**config.mk**
```make
export PLATFORM = sky130hd
export DESIGN_NAME = address_resolution_cache_flat
export DESIGN_NICKNAME = d
export VERILOG_FILES = /design/src/hdl/arc_pkg.sv /design/src/hdl/arc_req_if.sv /design/src/hdl/arc_rsp_if.sv /design/src/hdl/arc_ctrl.sv /design/src/hdl/arc_dp.sv /design/src/hdl/address_resolution_cache.sv /design/src/flat_wrapper.sv
export SDC_FILE = /design/constraint.sdc
export NUM_CORES = 1
export LEC_CHECK = 0
export BUFFER_PORTS_ARGS = -buffer_cell sky130_fd_sc_hd__buf_2
export CORE_MARGIN = 3
export CORE_UTILIZATION = 58
export CTS_BUF_LIST = sky130_fd_sc_hd__clkbuf_8
export DETAILED_ROUTE_END_ITERATION = 8
export PLACE_DENSITY = 0.78
export SYNTH_ARGS = -nofsm -noshare
export SYNTH_HDL_FRONTEND = slang
export SYNTH_SLANG_ARGS = --single-unit
```
**constraint.sdc**
```tcl
create_clock -name clk -period 12.15 [get_ports clk]
set_input_delay 1.215 -clock clk [delete_from_list [all_inputs] [get_ports clk]]
set_output_delay 1.215 -clock clk [all_outputs]
set_load 0.01 [all_outputs]
```
**src/hdl/arc_pkg.sv**
```systemverilog
// Shared types and constants for the address resolution cache.
`default_nettype none

package arc_pkg;

	localparam int ENTRIES_DEF = 16;
	localparam int IP_W        = 32;
	localparam int MAC_W       = 48;
	localparam int SLOT_W      = 4;

	localparam logic REQ_LOOKUP = 1'b0;
	localparam logic REQ_INSERT = 1'b1;

	typedef enum logic [1:0] {
		ST_IDLE,
		ST_SCAN,
		ST_DONE
	} arc_state_t;

	typedef struct packed {
		logic start;
		logic scan;
		logic commit;
		logic load;
	} arc_cmd_t;

	typedef struct packed {
		logic s1_vld;
		logic match;
		logic last;
	} arc_status_t;

endpackage

`default_nettype wire

```
**src/hdl/arc_req_if.sv**
```systemverilog
// Request channel: lookup or insert item with valid/ready handshake.
`default_nettype none

interface arc_req_if;
	logic                         valid;
	logic                         ready;
	logic                         req_type;
	logic [arc_pkg::IP_W-1:0]     ip_address;
	logic [arc_pkg::MAC_W-1:0]    new_mac;

	modport source (output valid, req_type, ip_address, new_mac, input ready);
	modport sink   (input valid, req_type, ip_address, new_mac, output ready);
endinterface

`default_nettype wire

```
**src/hdl/arc_rsp_if.sv**
```systemverilog
// Response channel: result item with valid/ready handshake.
`default_nettype none

interface arc_rsp_if;
	logic                         valid;
	logic                         ready;
	logic                         hit;
	logic [arc_pkg::MAC_W-1:0]    found_mac;
	logic [arc_pkg::SLOT_W-1:0]   slot_index;
	logic                         evicted;

	modport source (output valid, hit, found_mac, slot_index, evicted, input ready);
	modport sink   (input valid, hit, found_mac, slot_index, evicted, output ready);
endinterface

`default_nettype wire

```
**src/hdl/arc_ctrl.sv**
```systemverilog
// Controller state machine: sequences the table scan and the result hand-off.
`default_nettype none

module arc_ctrl (
	input  wire logic                 clk,
	input  wire logic                 arst_n,
	input  wire logic                 in_valid,
	output logic                      in_ready,
	output logic                      out_valid,
	input  wire logic                 out_ready,
	input  wire arc_pkg::arc_status_t status,
	output arc_pkg::arc_cmd_t         cmd
);

	arc_pkg::arc_state_t state_q, state_nxt;
	logic                out_valid_q;
	logic                out_free;

	assign out_free  = !out_valid_q || out_ready;
	assign out_valid = out_valid_q;

	always_comb begin
		state_nxt = state_q;
		case (state_q)
			arc_pkg::ST_IDLE: begin
				if (in_valid) state_nxt = arc_pkg::ST_SCAN;
			end
			arc_pkg::ST_SCAN: begin
				if (status.s1_vld && (status.match || status.last)) state_nxt = arc_pkg::ST_DONE;
			end
			arc_pkg::ST_DONE: begin
				if (out_free) state_nxt = arc_pkg::ST_IDLE;
			end
			default: state_nxt = arc_pkg::ST_IDLE;
		endcase
	end

	always_comb begin
		cmd      = '0;
		in_ready = 1'b0;
		case (state_q)
			arc_pkg::ST_IDLE: begin
				in_ready  = 1'b1;
				cmd.start = in_valid;
			end
			arc_pkg::ST_SCAN: begin
				cmd.scan   = 1'b1;
				cmd.commit = status.s1_vld && (status.match || status.last);
			end
			arc_pkg::ST_DONE: begin
				cmd.load = out_free;
			end
			default: begin
				cmd = '0;
			end
		endcase
	end

	always_ff @(posedge clk or negedge arst_n) begin
		if (!arst_n) begin
			state_q     <= arc_pkg::ST_IDLE;
			out_valid_q <= 1'b0;
		end else begin
			state_q <= state_nxt;
			if (cmd.load) out_valid_q <= 1'b1;
			else if (out_ready) out_valid_q <= 1'b0;
		end
	end

endmodule

`default_nettype wire

```
**src/hdl/arc_dp.sv**
```systemverilog
// Datapath: entry memories, valid bits, scan counter, compare stage and result registers.
`default_nettype none

module arc_dp #(
	parameter int ENTRIES = arc_pkg::ENTRIES_DEF
) (
	input  wire logic                        clk,
	input  wire logic                        arst_n,
	input  wire arc_pkg::arc_cmd_t           cmd,
	output arc_pkg::arc_status_t             status,
	input  wire logic                        req_type,
	input  wire logic [arc_pkg::IP_W-1:0]    ip_address,
	input  wire logic [arc_pkg::MAC_W-1:0]   new_mac,
	output logic                             hit,
	output logic [arc_pkg::MAC_W-1:0]        found_mac,
	output logic [arc_pkg::SLOT_W-1:0]       slot_index,
	output logic                             evicted
);

	localparam int IW = (ENTRIES > 1) ? $clog2(ENTRIES) : 1;
	localparam int XW = (IW > arc_pkg::SLOT_W) ? IW : arc_pkg::SLOT_W;
	localparam logic [IW-1:0] LAST = IW'(ENTRIES - 1);

	logic [arc_pkg::IP_W-1:0]  ip_mem  [ENTRIES];
	logic [arc_pkg::MAC_W-1:0] mac_mem [ENTRIES];
	logic [ENTRIES-1:0]        valid_q;

	// Request held for the whole scan
	logic                      type_q;
	logic [arc_pkg::IP_W-1:0]  ip_q;
	logic [arc_pkg::MAC_W-1:0] mac_q;

	logic [IW-1:0]             rd_idx_q;
	logic                      s1_vld_q;
	logic [IW-1:0]             idx_s1;
	logic                      vld_s1;
	logic [arc_pkg::IP_W-1:0]  ip_s1;
	logic [arc_pkg::MAC_W-1:0] mac_s1;

	logic                      res_hit_q;
	logic [arc_pkg::MAC_W-1:0] res_mac_q;
	logic [XW-1:0]             res_slot_q;
	logic                      res_ev_q;

	logic                      ip_eq;
	logic                      match;
	logic                      is_insert;
	logic [IW-1:0]             wr_idx;

	assign is_insert = (type_q == arc_pkg::REQ_INSERT);
	assign ip_eq     = (ip_s1 == ip_q);
	// An insert may take a free slot; a lookup needs a live entry
	assign match     = is_insert ? (!vld_s1 || ip_eq) : (vld_s1 && ip_eq);
	assign wr_idx    = match ? idx_s1 : '0;

	assign status.s1_vld = s1_vld_q;
	assign status.match  = match;
	assign status.last   = (idx_s1 == LAST);

	always_ff @(posedge clk) begin
		if (cmd.start) begin
			type_q <= req_type;
			ip_q   <= ip_address;
			mac_q  <= new_mac;
		end
		if (cmd.scan) begin
			ip_s1  <= ip_mem[rd_idx_q];
			mac_s1 <= mac_mem[rd_idx_q];
			vld_s1 <= valid_q[rd_idx_q];
			idx_s1 <= rd_idx_q;
		end
		if (cmd.commit && is_insert) begin
			ip_mem[wr_idx]  <= ip_q;
			mac_mem[wr_idx] <= mac_q;
		end
		if (cmd.commit) begin
			res_hit_q  <= match && (is_insert ? vld_s1 : 1'b1);
			res_mac_q  <= (!is_insert && match) ? mac_s1 : '0;
			res_slot_q <= XW'(wr_idx);
			res_ev_q   <= is_insert && !match;
		end
		if (cmd.load) begin
			hit        <= res_hit_q;
			found_mac  <= res_mac_q;
			slot_index <= res_slot_q[arc_pkg::SLOT_W-1:0];
			evicted    <= res_ev_q;
		end
	end

	always_ff @(posedge clk or negedge arst_n) begin
		if (!arst_n) begin
			valid_q  <= '0;
			rd_idx_q <= '0;
			s1_vld_q <= 1'b0;
		end else begin
			if (cmd.start) begin
				rd_idx_q <= '0;
				s1_vld_q <= 1'b0;
			end else if (cmd.scan) begin
				s1_vld_q <= 1'b1;
				if (rd_idx_q != LAST) rd_idx_q <= rd_idx_q + 1'b1;
			end
			if (cmd.commit && is_insert) valid_q[wr_idx] <= 1'b1;
		end
	end

endmodule

`default_nettype wire

```
**src/hdl/address_resolution_cache.sv**
```systemverilog
// Scan: entries are compared in slot order from slot 0 until a match or the last slot,
// one entry compared per cycle behind the memory read register.
// Flow: one item at a time; the next item is accepted once the result has moved
// into the output register.
// Reset: arst_n clears all valid bits, the controller and the output valid at once;
// no clearing pass is needed.
`default_nettype none

module address_resolution_cache #(
	parameter int ENTRIES = arc_pkg::ENTRIES_DEF
) (
	input wire logic clk,
	input wire logic arst_n,
	arc_req_if.sink  req,
	arc_rsp_if.source rsp
);

	arc_pkg::arc_cmd_t    cmd;
	arc_pkg::arc_status_t status;

	arc_ctrl u_ctrl (
		.clk       (clk),
		.arst_n    (arst_n),
		.in_valid  (req.valid),
		.in_ready  (req.ready),
		.out_valid (rsp.valid),
		.out_ready (rsp.ready),
		.status    (status),
		.cmd       (cmd)
	);

	arc_dp #(
		.ENTRIES (ENTRIES)
	) u_dp (
		.clk        (clk),
		.arst_n     (arst_n),
		.cmd        (cmd),
		.status     (status),
		.req_type   (req.req_type),
		.ip_address (req.ip_address),
		.new_mac    (req.new_mac),
		.hit        (rsp.hit),
		.found_mac  (rsp.found_mac),
		.slot_index (rsp.slot_index),
		.evicted    (rsp.evicted)
	);

	a_evict_slot0: assert property (@(posedge clk) disable iff (!arst_n)
		rsp.valid && rsp.evicted |-> (rsp.slot_index == '0) && !rsp.hit)
		else $error("eviction must target slot 0 without a hit");

	a_miss_mac_zero: assert property (@(posedge clk) disable iff (!arst_n)
		rsp.valid && !rsp.hit |-> (rsp.found_mac == '0))
		else $error("found_mac must be zero without a lookup hit");

	a_one_in_flight: assert property (@(posedge clk) disable iff (!arst_n)
		req.valid && req.ready |=> !req.ready)
		else $error("a second item accepted while one is in flight");

	a_cmd_exclusive: assert property (@(posedge clk) disable iff (!arst_n)
		$onehot0({cmd.start, cmd.commit, cmd.load}))
		else $error("controller issued overlapping commands");

endmodule

`default_nettype wire
```
**src/flat_wrapper.sv**
```systemverilog
// flat-port wrapper written by rule: the top's interface ports become plain ports
module address_resolution_cache_flat 
#(
	parameter int ENTRIES = arc_pkg::ENTRIES_DEF
)
  (clk, arst_n, req_valid, req_req_type, req_ip_address, req_new_mac, req_ready, rsp_valid, rsp_hit, rsp_found_mac, rsp_slot_index, rsp_evicted, rsp_ready);
  arc_req_if req_i ();
  arc_rsp_if rsp_i ();
  input wire logic clk;
  input wire logic arst_n;
  input wire logic [$bits(req_i.valid)-1:0] req_valid;
  input wire logic [$bits(req_i.req_type)-1:0] req_req_type;
  input wire logic [$bits(req_i.ip_address)-1:0] req_ip_address;
  input wire logic [$bits(req_i.new_mac)-1:0] req_new_mac;
  output wire logic [$bits(req_i.ready)-1:0] req_ready;
  output wire logic [$bits(rsp_i.valid)-1:0] rsp_valid;
  output wire logic [$bits(rsp_i.hit)-1:0] rsp_hit;
  output wire logic [$bits(rsp_i.found_mac)-1:0] rsp_found_mac;
  output wire logic [$bits(rsp_i.slot_index)-1:0] rsp_slot_index;
  output wire logic [$bits(rsp_i.evicted)-1:0] rsp_evicted;
  input wire logic [$bits(rsp_i.ready)-1:0] rsp_ready;
  assign req_i.valid = req_valid;
  assign req_i.req_type = req_req_type;
  assign req_i.ip_address = req_ip_address;
  assign req_i.new_mac = req_new_mac;
  assign req_ready = req_i.ready;
  assign rsp_valid = rsp_i.valid;
  assign rsp_hit = rsp_i.hit;
  assign rsp_found_mac = rsp_i.found_mac;
  assign rsp_slot_index = rsp_i.slot_index;
  assign rsp_evicted = rsp_i.evicted;
  assign rsp_i.ready = rsp_ready;
  address_resolution_cache #(.ENTRIES(ENTRIES)) u_core (.clk(clk), .arst_n(arst_n), .req(req_i), .rsp(rsp_i));
endmodule
```
==> summary.md <==
| Metric | Value |
|---|---|
| Run status | `finished clean` |
| Pleak | `20.6 nW` |
| CTS Buf Count | `228` |
| Wire per inst | `29.9 µm` |
| Fmax | `178 MHz` |
| # rows | `115` |
| Pin count of the biggest net entering global routing | `108` |
| Ys async rst share | `1.52%` |
| Required time worst endpoint | `12.62 ns` |
| CTS Hold Buffers Added | `0` |
| Initial antenna violation count | `6` |
| Total GRT Usage | `24.1%` |
| Max cap viols | `0` |
| Core area | `0.0987 mm²` |
| Area grow syn2layout | `11.4%` |
| First-pass GRT wire length | `179,000 µm` |
| Worst Setup Start Kind | `register` |
| Total number of yosys warnings | `0` |
| Number of post-CTS setup repair buffers | `0` |
| Synth top area share | `80.5%` |
| Crit Path Max Fanout | `36` |
| Layout cells sized above 1 | `32.9%` |
| Vias in the first global route | `27,200` |
| Vias per cell | `6.33` |
| Synth unique cells | `33` |
| Post-synth EDFFs | `1,554` |
| CP max stage cell | `nor4_1` |
| Pwr Total | `13.3 mW` |
| Leading area contributor after synthesis | `edfxtp_1` |
| Clock sinks | `1,578` |
| Post-synth top cells | `edfxtp_1, mux4_2, clkbuf_1, and2_1, xor2_1` |
| Synthesized flop and latch total | `1,578` |
| Die height | `322 µm` |
| Worst R2R Path Depth | `9` |
| Die Wd | `322 µm` |
| Antenna viol nets, final | `0` |
| Top-count cell post-synth | `edfxtp_1` |
| Residual DRC | `0` |
| CP Capture Type | `register` |
| Die footprint | `0.104 mm²` |
| Syn Inst Count | `2,256` |
| Power per Cell Area | `206 mW/mm²` |
| VDD IR max | `0.175 mV` |
| H-tree levels | `4` |
| Worst hold path class | `input port to asynchronous set/reset pin` |
| Syn_area_per_cell | `25.7 µm²` |
| CTS clk-pin slew, worst paths | `0.06 ns` |
| Slew Viols, Final | `0` |
| Crit Path Category | `register to register` |
| Tightest Pin Transition | `1.18 ns` |
| Critical Path Max Stage Delay | `0.69 ns` |
| Port Buffer Count | `140` |
| RSZ-0062 raised after global routing | `no` |
| Final Cycle Share | `46.3%` |
| Worst path arrival time | `6.10 ns` |
| Post-CTS resize count | `0` |
| Net Count, Synth | `2,342` |
| Post-synthesis sequential area ratio | `81.5%` |
| Ys flop type | `edfxtp_1` |
| Latest clock arrival within the worst-skew pair | `0.88 ns` |
| Cells along the critical path | `xor2_1, nor4_1, nand4_1, o31a_1, buf_4, or3_1, nor2_4, buf_4, buf_4` |
| Worst path most repeated cell | `buf_4` |
| Hold Violations, Final | `0` |
| CTS tree | `done` |
| Fin nets | `2,672` |
| Routed vias | `25,700` |
| Fin Setup TNS | `0 ns` |
| Total Wirelength | `122,000 µm` |
| Worst Clk Skew | `0.0487 ns` |
| Synth top area cells | `edfxtp_1, mux4_2, dfrtp_1, and2_1, xor2_1` |
| Min cycle time layout | `5.62 ns` |
| Mapped Area | `0.0580 mm²` |
| GP Congestion | `0.745` |
| Final setup viols | `0` |
| Max-Slew Margin vs Limit | `21.1%` |
| Drt pass-1 iters | `5` |
| Clk buf depth | `3` |
| Final HPWL DP | `63,000 µm` |
| Initial core utilization | `58.7%` |
| Grt ovf | `0` |
| Drt first-iter violations | `3,337` |
| I/O pin total | `141` |
| CTS Root Cell | `clkbuf_8` |
-- routing by layer --
layer	track usage [%]	up-vias	routed length, µm
li1	-	10400	-
met2	38.7	1486	61100
met3	5.82	258	11700
met1	33.3	13600	45700
met4	8.38	2	3240
met5	0	-	7
-- layout by cell type (no fill, tap or decap), types with 2 or more instances in the layout --
cell,Yosys,layout
edfxtp_1,1554,1554
bufinv_16,0,3
nand4_1,3,3
buf_4,0,58
or3_1,4,4
nand2_1,6,6
o21bai_1,4,4
nor3_1,2,2
or2_1,3,3
or2_2,10,10
nor4_4,0,3
mux4_2,405,405
clkbuf_8,0,230
inv_12,0,2
nor2_1,15,8
clkinv_1,0,58
xor2_1,33,33
and2_1,49,48
inv_1,1,88
dfrtp_1,24,20
inv_8,0,2
o21ai_0,2,2
inv_6,0,6
buf_2,17,140
nor2b_1,5,4
clkinv_2,0,25
nor4_2,3,7
dfrtp_4,0,4
xnor2_1,2,2
clkinvlp_4,0,2
diode_2,0,3
nand2b_1,8,8
nor2_4,0,7
nor4_1,14,7
-- stage by stage --
step                      hold slack (ns)  instance area, µm²  util [%]  cells  setup slack [ns]
final                               0.352               64600      65.4   4063              6.53
after floorplan                     0.400               58000         -   2256             0.655
after CTS                           0.274               64500      65.4   4060              6.47
after detailed placement            0.405               60500      61.3   3643              6.54
after global placement              0.405               60500      61.3   3643              6.76
after global routing                0.326               64600      65.4   4061              6.39
-- where the power goes --
| group | leakage (nW) | total (mW) | switching [mW] | internal, mW |
|---|---|---|---|---|
| clock | 2.41 | 3.77 | 1.94 | 1.83 |
| combinational | 3.73 | 2.41 | 1.18 | 1.23 |
| sequential | 14.4 | 7.10 | 0.416 | 6.68 |
| total | 20.6 | 13.3 | 3.54 | 9.74 |
-- area by class of cell --
| cell class | count | area [µm²] |
|---|---|---|
| fillers | 5935 | 34200 |
| flip-flops and latches | 1578 | 47300 |
| inverters | 1 | 6.26 |
| diodes | 3 | 7.51 |
| repair buffers | 199 | 1160 |
| well taps | 1287 | 1610 |
| clock inverters | 187 | 902 |
| clock buffers | 230 | 3170 |
| multi-input cells | 578 | 10400 |
-- flip-flops by register name, summed over array words and instances, names as in the netlist --
signal,flops
u_core.u_dp.res_mac_q,48
u_core.u_dp.mac_mem,768
u_core.u_dp.ip_q,32
u_core.u_dp.idx_s1,4
u_core.u_dp.res_hit_q,1
u_core.u_dp.rd_idx_q,4
u_core.u_dp.ip_mem,512
u_core.u_dp.is_insert,1
u_core.u_dp.res_ev_q,1
u_core.u_dp.mac_q,48
u_core.u_dp.mac_s1,48
u_core.u_dp.slot_index,4
u_core.u_dp.found_mac,48
u_core.u_dp.s1_vld_q,1
u_core.u_dp.vld_s1,1
u_core.u_dp.ip_s1,32
u_core.u_ctrl.out_valid,1
u_core.u_dp.valid_q,16
u_core.u_dp.evicted,1
u_core.u_dp.res_slot_q,4
u_core.u_ctrl.state_q,2
u_core.u_dp.hit,1
-- final timing paths --
check,endpoint,start,slack (ns)
max in group asynchronous,u_core.u_dp.rd_idx_q[2],arst_n,11.30
min in group clk,u_core.u_dp.found_mac[18],u_core.u_dp.res_mac_q[18],0.41
worst min-delay path,u_core.u_ctrl.out_valid,arst_n,0.35
worst min register to register,u_core.u_dp.found_mac[18],u_core.u_dp.res_mac_q[18],0.41
worst max-delay path,u_core.u_dp.ip_mem[1][30],u_core.u_dp.ip_q[9],6.53
worst max register to register,u_core.u_dp.ip_mem[1][30],u_core.u_dp.ip_q[9],6.53
-- worst max-delay path: cells and delay by family, from the launching register on --
kind                   cells  cell delay (ns)
XOR/XNOR                   1             0.26
AO/OA/AOI/OAI              1             0.39
AND/OR/NAND/NOR            4             2.30
buffers and inverters      3             1.60
flip-flops                 1             0.60
-- cells by family after synthesis --
group                    count (synthesis)  share of synthesized area [%]
flip-flops                            1578                           81.5
XOR/XNOR                                35                          0.529
adder cells (fa/ha/maj)                  1                         0.0216
AND/OR/NAND/NOR                        124                           1.28
buffers and inverters                  100                          0.710
AO/OA/AOI/OAI                           11                          0.138
multiplexers                           407                           15.8
(Power assumes the default switching activity.)
